$ cat src/hw/rtl/nplc_pkg.sv
// ----------------------------------------------------------------------------
// nplc_pkg: shared types and helpers for the nibble pair link codec
// Result kinds, decoder phases, the job that travels from the front end to
// the back end, and the 4b/8b symbol map in both directions.
// ----------------------------------------------------------------------------
package nplc_pkg;

    // Depth of the job queue between front and back end
    localparam int QDEPTH = 4;
    localparam int QAW    = $clog2(QDEPTH);
    localparam int QCW    = $clog2(QDEPTH + 1);

    // Most results one item can cause, and the index width to walk them
    localparam int MAX_RES = 4;
    localparam int RIW     = $clog2(MAX_RES);

    typedef enum logic [1:0] {
        KIND_SYMBOL  = 2'd0,
        KIND_BYTE    = 2'd1,
        KIND_HDR_OK  = 2'd2,
        KIND_HDR_BAD = 2'd3
    } t_kind;

    typedef enum logic [1:0] {
        PH_HDR  = 2'd0,
        PH_LOW  = 2'd1,
        PH_HIGH = 2'd2
    } t_dec_phase;

    typedef struct packed {
        t_kind       kind;
        logic [7:0]  data;
        logic        frame_end;
    } t_res;

    // One accepted item worth of results, emitted res[0] up to res[last_idx]
    typedef struct packed {
        logic [RIW-1:0]         last_idx;
        t_res [MAX_RES-1:0]     res;
    } t_job;

    // Double every nibble bit: 1 -> 10, 0 -> 01
    function automatic logic [7:0] sym_of(input logic [3:0] nib);
        logic [7:0] s;
        for (int i = 0; i < 4; i++) begin
            s[2*i+1] = nib[i];
            s[2*i]   = ~nib[i];
        end
        return s;
    endfunction

    // Map a received symbol back to a nibble; header forms (low pair 00)
    // give the even nibble, anything unknown gives 0
    function automatic logic [3:0] nib_of(input logic [7:0] s);
        logic [3:0] n;
        logic       ok_hi;
        ok_hi = 1'b1;
        for (int i = 1; i < 4; i++) begin
            n[i]  = s[2*i+1];
            ok_hi = ok_hi & (s[2*i+1] ^ s[2*i]);
        end
        n[0] = s[1];
        if (!ok_hi) begin
            return 4'd0;
        end else if (s[1:0] == 2'b00) begin
            return {n[3:1], 1'b0};
        end else if (s[1] ^ s[0]) begin
            return n;
        end else begin
            return 4'd0;
        end
    endfunction

    function automatic t_res mk_res(input t_kind kind, input logic [7:0] data,
                                    input logic frame_end);
        t_res r;
        r.kind      = kind;
        r.data      = data;
        r.frame_end = frame_end;
        return r;
    endfunction

endpackage

$ cat src/hw/rtl/nplc_front.sv
// ----------------------------------------------------------------------------
// nplc_front: item intake and classification
// Accepts items, keeps the encoder and decoder frame state, and turns each
// item that causes results into a job listing them.
// ----------------------------------------------------------------------------
module nplc_front
    import nplc_pkg::*;
(
    input  logic       i_clk,
    input  logic       i_rst_n,
    input  logic       i_push,
    input  logic       i_action,
    input  logic [7:0] i_value,
    input  logic [2:0] i_command,
    input  logic       i_last,
    input  logic       i_q_full,
    output logic       o_full,
    output logic       o_wr,
    output t_job       o_job
);

    logic       r_in_frame, n_in_frame;
    t_dec_phase r_phase,    n_phase;
    logic [3:0] r_held,     n_held;

    logic       accept;
    logic [7:0] sym_lo, sym_hi, sym_hdr;
    logic [3:0] nib;

    assign o_full = i_q_full;
    assign accept = i_push & ~i_q_full;

    // Hold frame state
    always_ff @(posedge i_clk) begin
        if (!i_rst_n) begin
            r_in_frame <= 1'b0;
            r_phase    <= PH_HDR;
            r_held     <= 4'd0;
        end else begin
            r_in_frame <= n_in_frame;
            r_phase    <= n_phase;
            r_held     <= n_held;
        end
    end

    assign sym_lo  = sym_of(i_value[3:0]);
    assign sym_hi  = sym_of(i_value[7:4]);
    assign sym_hdr = sym_of({i_command, 1'b0}) & 8'hfc;
    assign nib     = nib_of(i_value);

    // Classify the item, build its job and advance frame state
    always_comb begin
        n_in_frame = r_in_frame;
        n_phase    = r_phase;
        n_held     = r_held;
        o_job      = '0;
        o_wr       = 1'b0;
        if (accept) begin
            if (!i_action) begin
                o_wr = 1'b1;
                if (!r_in_frame) begin
                    o_job.res[0]   = mk_res(KIND_SYMBOL, sym_hdr, 1'b0);
                    o_job.res[1]   = mk_res(KIND_SYMBOL, sym_lo, 1'b0);
                    o_job.res[2]   = mk_res(KIND_SYMBOL, sym_hi, 1'b0);
                    o_job.res[3]   = mk_res(KIND_SYMBOL, 8'h00, 1'b1);
                    o_job.last_idx = i_last ? RIW'(3) : RIW'(2);
                end else begin
                    o_job.res[0]   = mk_res(KIND_SYMBOL, sym_lo, 1'b0);
                    o_job.res[1]   = mk_res(KIND_SYMBOL, sym_hi, 1'b0);
                    o_job.res[2]   = mk_res(KIND_SYMBOL, 8'h00, 1'b1);
                    o_job.last_idx = i_last ? RIW'(2) : RIW'(1);
                end
                n_in_frame = ~i_last;
            end else begin
                case (r_phase)
                    PH_LOW: begin
                        if (i_last) begin
                            o_wr         = 1'b1;
                            o_job.res[0] = mk_res(KIND_BYTE, {4'd0, nib}, 1'b1);
                            n_phase      = PH_HDR;
                            n_held       = 4'd0;
                        end else begin
                            n_held  = nib;
                            n_phase = PH_HIGH;
                        end
                    end
                    PH_HIGH: begin
                        o_wr         = 1'b1;
                        o_job.res[0] = mk_res(KIND_BYTE, {nib, r_held}, i_last);
                        n_phase      = i_last ? PH_HDR : PH_LOW;
                        n_held       = 4'd0;
                    end
                    default: begin
                        // Header check: only nibble 14 or 15 opens a frame
                        o_wr = 1'b1;
                        if (nib[3:1] == 3'b111) begin
                            o_job.res[0] = mk_res(KIND_HDR_OK, 8'h00, 1'b0);
                            n_phase      = i_last ? PH_HDR : PH_LOW;
                        end else begin
                            o_job.res[0] = mk_res(KIND_HDR_BAD, 8'h00, 1'b0);
                            n_phase      = PH_HDR;
                        end
                        n_held = 4'd0;
                    end
                endcase
            end
        end
    end

endmodule

$ cat src/hw/rtl/nplc_queue.sv
// ----------------------------------------------------------------------------
// nplc_queue: job queue between front and back end
// Small register queue; write and read may happen in the same cycle.
// ----------------------------------------------------------------------------
module nplc_queue
    import nplc_pkg::*;
(
    input  logic i_clk,
    input  logic i_rst_n,
    input  logic i_wr,
    input  t_job i_job,
    input  logic i_rd,
    output logic o_full,
    output logic o_valid,
    output t_job o_job
);

    t_job           r_mem [QDEPTH];
    logic [QAW-1:0] r_wp, r_rp;
    logic [QCW-1:0] r_count;

    assign o_full  = (r_count == QCW'(QDEPTH));
    assign o_valid = (r_count != '0);
    assign o_job   = r_mem[r_rp];

    // Store jobs
    always_ff @(posedge i_clk) begin
        if (i_wr) begin
            r_mem[r_wp] <= i_job;
        end
    end

    // Advance pointers and count
    always_ff @(posedge i_clk) begin
        if (!i_rst_n) begin
            r_wp    <= '0;
            r_rp    <= '0;
            r_count <= '0;
        end else begin
            if (i_wr) begin
                r_wp <= r_wp + 1'b1;
            end
            if (i_rd) begin
                r_rp <= r_rp + 1'b1;
            end
            case ({i_wr, i_rd})
                2'b10:   r_count <= r_count + 1'b1;
                2'b01:   r_count <= r_count - 1'b1;
                default: r_count <= r_count;
            endcase
        end
    end

    a_no_overflow: assert property (@(posedge i_clk) disable iff (!i_rst_n)
        o_full |-> !i_wr)
        else $error("job written into full queue");

    a_no_underflow: assert property (@(posedge i_clk) disable iff (!i_rst_n)
        i_rd |-> o_valid)
        else $error("job read from empty queue");

    a_count_up: assert property (@(posedge i_clk) disable iff (!i_rst_n)
        (i_wr && !i_rd) |=> r_count == $past(r_count) + 1'b1)
        else $error("queue count lost a write");

    a_count_down: assert property (@(posedge i_clk) disable iff (!i_rst_n)
        (i_rd && !i_wr) |=> r_count == $past(r_count) - 1'b1)
        else $error("queue count lost a read");

endmodule

$ cat src/hw/rtl/nplc_back.sv
// ----------------------------------------------------------------------------
// nplc_back: result emitter
// Walks the results of the head job, one per cycle while the output register is free or being popped, into it.
// ----------------------------------------------------------------------------
module nplc_back
    import nplc_pkg::*;
(
    input  logic i_clk,
    input  logic i_rst_n,
    input  logic i_q_valid,
    input  t_job i_job,
    output logic o_q_rd,
    input  logic i_pop,
    output logic o_empty,
    output t_res o_res
);

    logic           r_out_valid;
    t_res           r_out;
    logic [RIW-1:0] r_idx;
    logic           load;

    assign load    = i_q_valid & (~r_out_valid | i_pop);
    assign o_q_rd  = load & (r_idx == i_job.last_idx);
    assign o_empty = ~r_out_valid;
    assign o_res   = r_out;

    // Advance through the job and drop it after its last result
    always_ff @(posedge i_clk) begin
        if (!i_rst_n) begin
            r_out_valid <= 1'b0;
            r_idx       <= '0;
        end else begin
            if (load) begin
                r_out_valid <= 1'b1;
                r_idx       <= o_q_rd ? '0 : r_idx + 1'b1;
            end else if (i_pop) begin
                r_out_valid <= 1'b0;
            end
        end
    end

    // Load the output register
    always_ff @(posedge i_clk) begin
        if (load) begin
            r_out <= i_job.res[r_idx];
        end
    end

endmodule

$ cat src/hw/rtl/nibble_pair_link_codec.sv
// ----------------------------------------------------------------------------
// nibble_pair_link_codec: 4b/8b framing codec, encode and decode
// Input side is a queue write port: present an item with i_push while o_full
// is low. i_action 0 encodes a payload byte, 1 decodes one line symbol.
// Result side is a queue read port: while o_empty is low the oldest result
// sits on o_kind / o_data_out / o_frame_end; i_pop takes it.
// An encoded byte gives two symbols, plus a header at frame start and a
// terminator on the last byte (2 to 4 results). A decoded symbol gives zero
// or one result.
// With the job queue and output register free, an accepted item's job is
// written into the queue, then its first result is loaded into the output register.
// The back end emits one result per cycle while the receiver keeps popping; the
// front end takes an item every cycle until the four-entry job queue fills.
// Reset (synchronous, active low) empties the queue and output register and
// returns both encoder and decoder to "waiting for frame start".
// A stalled receiver only fills the queue; o_full then holds off the sender.
// No result is ever dropped.
// ----------------------------------------------------------------------------
module nibble_pair_link_codec
    import nplc_pkg::*;
(
    input  logic       i_clk,
    input  logic       i_rst_n,
    input  logic       i_push,
    output logic       o_full,
    input  logic       i_action,
    input  logic [7:0] i_value,
    input  logic [2:0] i_command,
    input  logic       i_last,
    input  logic       i_pop,
    output logic       o_empty,
    output logic [1:0] o_kind,
    output logic [7:0] o_data_out,
    output logic       o_frame_end
);

    logic q_full, q_wr, q_rd, q_valid;
    t_job wr_job, rd_job;
    t_res res;

    nplc_front u_front (
        .i_clk     (i_clk),
        .i_rst_n   (i_rst_n),
        .i_push    (i_push),
        .i_action  (i_action),
        .i_value   (i_value),
        .i_command (i_command),
        .i_last    (i_last),
        .i_q_full  (q_full),
        .o_full    (o_full),
        .o_wr      (q_wr),
        .o_job     (wr_job)
    );

    nplc_queue u_queue (
        .i_clk   (i_clk),
        .i_rst_n (i_rst_n),
        .i_wr    (q_wr),
        .i_job   (wr_job),
        .i_rd    (q_rd),
        .o_full  (q_full),
        .o_valid (q_valid),
        .o_job   (rd_job)
    );

    nplc_back u_back (
        .i_clk     (i_clk),
        .i_rst_n   (i_rst_n),
        .i_q_valid (q_valid),
        .i_job     (rd_job),
        .o_q_rd    (q_rd),
        .i_pop     (i_pop),
        .o_empty   (o_empty),
        .o_res     (res)
    );

    assign o_kind      = res.kind;
    assign o_data_out  = res.data;
    assign o_frame_end = res.frame_end;

endmodule

$ cat config.mk
export PLATFORM = sky130hd
export DESIGN_NAME = nibble_pair_link_codec
export DESIGN_NICKNAME = d
export VERILOG_FILES = /design/src/hw/rtl/nplc_pkg.sv /design/src/hw/rtl/nplc_front.sv /design/src/hw/rtl/nplc_queue.sv /design/src/hw/rtl/nplc_back.sv /design/src/hw/rtl/nibble_pair_link_codec.sv
export SDC_FILE = /design/constraint.sdc
export NUM_CORES = 1
export LEC_CHECK = 0
export BUFFER_PORTS_ARGS = -buffer_cell sky130_fd_sc_hd__buf_4
export CAP_MARGIN = 25
export CORE_MARGIN = 3
export CORE_UTILIZATION = 53
export CTS_BUF_LIST = sky130_fd_sc_hd__clkbuf_8
export DETAILED_ROUTE_END_ITERATION = 10
export PLACE_DENSITY = 0.7
export SLEW_MARGIN = 20
export SYNTH_ARGS = -nofsm -noshare
export SYNTH_HDL_FRONTEND = slang
export SYNTH_HIERARCHICAL = 1
export SYNTH_SLANG_ARGS = --single-unit
$ cat constraint.sdc
create_clock -name i_clk -period 8.2 [get_ports i_clk]
set_clock_uncertainty 0.2 [all_clocks]
set_input_delay 2.46 -clock i_clk [delete_from_list [all_inputs] [get_ports i_clk]]
set_output_delay 2.46 -clock i_clk [all_outputs]
set_load 0.05 [all_outputs]
======== Yosys cells after proc, flatten, opt, wreduce, memory -nomap -nowiden ========
Memories as Yosys holds them, arrays and structs flattened. A register that Yosys moved wholly into a read port is not among the register bits.
Index checks and enable logic that the tools add are counted.
word-level totals
  bits in registers ....................... 28
  bits in latches ......................... 0
  memory bits (writable) .................. 184
  ROM bits ................................ 0
  input bits .............................. 17
  output and inout bits ................... 13
  word-level logic and storage cells ...... 90
  memories kept ........................... 1
memory list
  name           words  width  read ports  clocked after Yosys merged registers in  write ports  line              source
  u_queue.r_mem  4      46     1           1                                        1            nplc_queue.sv:18  t_job r_mem [QDEPTH];
operators by class
  add/subtract/negate cells ............... 5
  $mul .................................... 0
  divide/modulo/power cells ............... 0
  $lt $le $gt $ge ......................... 1
  eq/ne operators ......................... 7
  shifts and indexed selects .............. 0
  multiplexer cells ....................... 34
  bitwise operators ....................... 25
  reduce and logical (&&, ||, !) cells .... 6
operators with widths
  cell                                                 number
  two-way mux 46 bit                                   1
  two-way mux 35 bit                                   1
  two-way mux 31 bit                                   1
  binary-select mux 11 bit (select 2 bit)              1
  two-way mux 11 bit                                   2
  one-hot mux 11 bit (2 select lines)                  1
  two-way mux 10 bit                                   2
  two-way mux 4 bit                                    5
  NOT 1 bit                                            15
  two-way mux 2 bit                                    7
  two-way mux 1 bit                                    11
  adder 2 x 1 -> 2 bit (second input constant)         3
  == test 3 bit (second input constant)                2
  one-hot mux 3 bit (2 select lines)                   1
  AND 1 bit                                            5
  == test 2 x 1 -> 1 bit (second input constant)       2
  == test 2 bit (second input constant)                2
  one-hot mux 2 bit (2 select lines)                   1
  AND reduction 2 bit                                  2
  nonzero test 2 bit                                   2
  XOR 1 bit                                            4
  adder 3 x 1 -> 3 bit (second input constant)         1
  < comparator 2 x 3 -> 1 bit (second input constant)  1
  nonzero test 3 bit                                   1
  4 further kinds                                      4

======== Logic depth before layout (Yosys ltp) ========
  word-level depth ........................ 9
  depth in mapped cells ................... 12

======== By module ========
The synthesis kept the hierarchy.
modules (own cells, without submodules)
  module      instances  cells each  area an instance (sq um)
  nplc_queue  1          286         7151.9
  nplc_front  1          141         979.7
  nplc_back   1          47          819.5

======== Worst setup path before layout ========
Ideal clock, no wire load.
  path kind ............................... in2reg
  start point ............................. input i_pop
  end point ............................... register u_queue.r_count[2]
  library setup time ...................... 0.076 ns
  data arrival time ....................... 4.625 ns
  setup slack ............................. 3.299 ns
  cell stages on the path ................. 9
  buffers on the path ..................... 0
  path through ............................ nand2b_1 -> and2_1 -> nor3b_1 -> ha_1 -> inv_1 -> fa_1 -> xor2_1 -> or3_1 -> a21boi_0
on the way
  word-level cells in the longest chain between the ends .. 5
RTL lines
  what                                                                             line                          source
  start, declared                                                                  nibble_pair_link_codec.sv:30  input logic i_pop,
  OR 1 bit *                                                                       nplc_back.sv:23               assign load = i_q_valid & (~r_out_valid | i_pop);
  AND 1 bit *                                                                      nplc_back.sv:23
  via u_back.load                                                                  nplc_back.sv:21               logic load;
  AND 1 bit *                                                                      nplc_back.sv:24               assign o_q_rd = load & (r_idx == i_job.last_idx);
  via q_rd                                                                         nibble_pair_link_codec.sv:37  logic q_full, q_wr, q_rd, q_valid;
  == test 2 x 1 -> 1 bit / == test 2 bit (equally long branches)                   nplc_queue.sv:46              case ({i_wr, i_rd})
  one-hot mux 3 bit (2 select lines) / nonzero test 2 bit (equally long branches)  --
  end signal, assigned                                                             nplc_queue.sv:47              2'b10: r_count <= r_count + 1'b1;
  end signal, assigned                                                             nplc_queue.sv:48              2'b01: r_count <= r_count - 1'b1;
  end signal, assigned                                                             nplc_queue.sv:49              default: r_count <= r_count;
  end, declared                                                                    nplc_queue.sv:20              logic [QCW-1:0] r_count;
Mark *: on every way through the listed nets, which the timed path passes. The rest lies on a longest branch.
A chain may end at the register's enable or synchronous reset.

======== Final worst setup path ========
Same ends and word-level chain as after synthesis.

==> flow_metrics.env <==
export IMPL_synthesized_cell_area_um2=8950
export IMPL_seq_area_um2=6240
export IMPL_fin_tns_setup_ps=0
export IMPL_gpl_wtd_cong=0.942
export IMPL_post_cts_resized_instances=0
export IMPL_wire_length_of_the_first_global_routing_pass_mm=25.3
export IMPL_grt_util_all_layers_pct=18.3
export IMPL_drtPass1Iterations=5
export IMPL_max_slew_margin_pct=37.0
export IMPL_critPathCaptureType="register"
export IMPL_cts_tree="done"
export IMPL_die_width_um=136
export IMPL_cts_sink_count=214
export IMPL_die_height_um=136
export IMPL_core_region_um2=16200
export IMPL_number_of_setup_buffers_added_after_cts=0
export IMPL_clkSlewWorstSetupHoldPaths_ps=50
export IMPL_area_used_by_multi_input_combinational_logic_um2=2420
export IMPL_design_final_nets=555
export IMPL_grt_pass1_vias=4716
export IMPL_layout_worst_path_cycle_share_pct=61.3
export IMPL_cell_taking_the_most_area_after_synthesis="sky130_fd_sc_hd__edfxtp_1"
export IMPL_timing_final_ws_setup_ps=3170
export IMPL_grt_setup_unrepaired="false"
export IMPL_yosys_area_top_type_share_pct=65.4
export IMPL_status="finished, final reports clean"
export IMPL_report_final_setup_viol=0
export IMPL_cp_arrival_ps=5240
export IMPL_whs_ps=242
export IMPL_total_power_mw=2.82
export IMPL_port_buffers=29
export IMPL_synth_lib_cells_used_distinct=53
export IMPL_required_ps=8410
export IMPL_dp_slack_ps=2630
export IMPL_number_of_buffers_created_by_cts=35
export IMPL_dpl_hpwl_mm=9.37
export IMPL_htree_num_levels=2
export IMPL_cap_violations=0
export IMPL_initial_core_util_pct=55.1
export IMPL_synth_ff_type="sky130_fd_sc_hd__edfxtp_1"
export IMPL_yosys_register_bits=214
export IMPL_share_clk_of_total_power_pct=29.5
export IMPL_synthesized_netlist_cell_count=474
export IMPL_synthesis_yosys_warnings=6
export IMPL_routed_via_count=4436
export IMPL_startpoint_type="input pin"
export IMPL_finalNonFillerCells=767
export IMPL_number_of_antenna_violations_at_the_first_check_in_global_routing=0
export IMPL_combinationalPowerShare_pct=20.4
export IMPL_clock_root_buffer="sky130_fd_sc_hd__clkbuf_8"
export IMPL_grt_overflow=0
export IMPL_fmax_mhz=199
export IMPL_netSwitchingPower_mw=0.781
export IMPL_holdCritPathClass="reg -> reg"
export IMPL_area_delta_synth_final_pct=10.6
export IMPL_drt_antenna_violating_nets=0
export IMPL_period_minus_slack_ps=5030
export IMPL_setup_reg_to_reg_worst_slack_ps=3880
export IMPL_netlist_top_cells_area="sky130_fd_sc_hd__edfxtp_1 (65%), sky130_fd_sc_hd__mux4_2 (11%), sky130_fd_sc_hd__dfxtp_1 (4.2%)"
export IMPL_post_drt_wl_per_cell_um=21.0
export IMPL_seqPwrFrac_pct=50.1
export IMPL_grt_max_degree=47
export IMPL_post_place_cells=706
export IMPL_synth_seq_area_share_pct=69.7
export IMPL_share_of_synthesized_registers_carrying_an_async_set_or_reset_pct=0
export IMPL_maxSlewViolCount=0
export IMPL_synth_most_common_cell="sky130_fd_sc_hd__edfxtp_1"
export IMPL_critical_path_max_fanout=13
export IMPL_irDropWorstVdd_mv=0.163
export IMPL_synth_cells_most_frequent="sky130_fd_sc_hd__edfxtp_1 (195), sky130_fd_sc_hd__mux4_2 (45), sky130_fd_sc_hd__nor2_1 (26)"
export IMPL_worst_pin_slew_ps=943
export IMPL_power_internal_mw=2.04
export IMPL_drc_errors=0
export IMPL_layout_filler_cells=1194
export IMPL_postCtsHoldBufs=0
export IMPL_postLayoutCoreUtil_pct=61.0
export IMPL_io_pins=30
export IMPL_fin_area_um2=9900
export IMPL_drt_iter0_markers=334
export IMPL_lkg_pwr_nw=3.39
export IMPL_via_per_inst=5.78
export IMPL_synth_edf_count=195
export IMPL_std_cell_rows=46
export IMPL_antenna_cells_inserted=0
export IMPL_switching_share_pct=27.7
export IMPL_p_per_area_nw_per_um2=285
export IMPL_die_area_um2=18500
export IMPL_drt_wl_total_mm=16.1
export IMPL_hold_violation_total_from_the_final_report=0
export IMPL_worst_skew_pair_late_latency_ps=490
export IMPL_critical_path_class="in -> reg"
export IMPL_dpl_cell_area_um2=9260
export IMPL_cts_path_max_buffers=3
export IMPL_final_layout_size_suffix_gt1_share_pct=23.6
export IMPL_synth_avg_cell_area_um2=18.9
worst max-delay path, stage by stage:
cell and delay (ps):
sky130_fd_sc_hd__buf_4 70, sky130_fd_sc_hd__nand2b_1 180, sky130_fd_sc_hd__and2_1 700, sky130_fd_sc_hd__nor3b_1 470, sky130_fd_sc_hd__ha_1 280, sky130_fd_sc_hd__inv_1 70
sky130_fd_sc_hd__fa_1 380, sky130_fd_sc_hd__xor2_1 170, sky130_fd_sc_hd__or3_1 300, sky130_fd_sc_hd__a21boi_0 160
flip-flops by register name, summed over array words and instances, names as in the netlist, 2 cells and up, named ones only:
register,cells
u_queue/r_rp,2
u_front/r_held,4
u_queue/r_count,3
u_back/r_idx,2
u_front/r_phase,2
u_back/o_res,11
u_queue/r_wp,2
u_queue/r_mem,184
final cells by class:
cell class | instances | share of cell area [%]
Sequential cell | 214 | 63.0
Multi-Input combinational cell | 224 | 24.5
Clock buffer | 38 | 5.28
Timing Repair Buffer | 36 | 2.73
Tap cell | 216 | 2.73
Clock inverter | 23 | 1.16
Inverter | 16 | 0.607
logic make-up (layout without fill, tap and decap cells):
group	count (synthesis)	count (layout)	share of synthesized area (%)
flops	214	214	69.7
simple gates	94	94	5.62
mux	65	65	15.7
buf+inv	50	113	3.93
compound gates	29	29	2.40
fa+ha+maj	11	11	1.62
xor+xnor	10	10	0.978
other cells	1	15	0.0419
cell usage in the layout, fill, tap and decap left out, types with 9 or more instances in the layout:
| master | instances |
|---|---|
| sky130_fd_sc_hd__conb_1 | 15 |
| sky130_fd_sc_hd__and2_1 | 17 |
| sky130_fd_sc_hd__nand2_1 | 14 |
| sky130_fd_sc_hd__ha_1 | 10 |
| sky130_fd_sc_hd__mux4_2 | 45 |
| sky130_fd_sc_hd__edfxtp_1 | 195 |
| sky130_fd_sc_hd__inv_1 | 27 |
| sky130_fd_sc_hd__clkbuf_8 | 38 |
| sky130_fd_sc_hd__mux4_1 | 12 |
| sky130_fd_sc_hd__dfxtp_1 | 17 |
| sky130_fd_sc_hd__clkinv_1 | 9 |
| sky130_fd_sc_hd__nor2_1 | 26 |
| sky130_fd_sc_hd__buf_4 | 36 |
path summary, 6_finish.rpt:
path                                         from  depth (start not counted)                  to
worst min-delay path            u_front/r_held[1]                          2   u_front/r_held[1]
worst max-delay path                        i_pop                         10  u_queue/r_count[2]
worst max register to register           register                         10  u_queue/r_count[2]
worst min register to register  u_front/r_held[1]                          2   u_front/r_held[1]
power groups by stage:
stage                     logic, mW  clock network, mW  registers [mW]
after floorplan               0.349                  0            1.51
after global placement        0.571                  0            1.43
after detailed placement      0.580                  0            1.44
after CTS                     0.582              0.858            1.42
after global routing          0.618              0.909            1.42
final                         0.575              0.832            1.41
per-layer routing:
metal  part of all wire [%]  GRT usage, %  up-vias
met2                     47          28.7      146
met4                    3.1          6.44        0
met3                    6.5          4.52       40
met1                     44          25.3     2276
met5                      0             0        -
li1                       -             -     1974
Note: power is estimated with default switching activity, not from simulation.
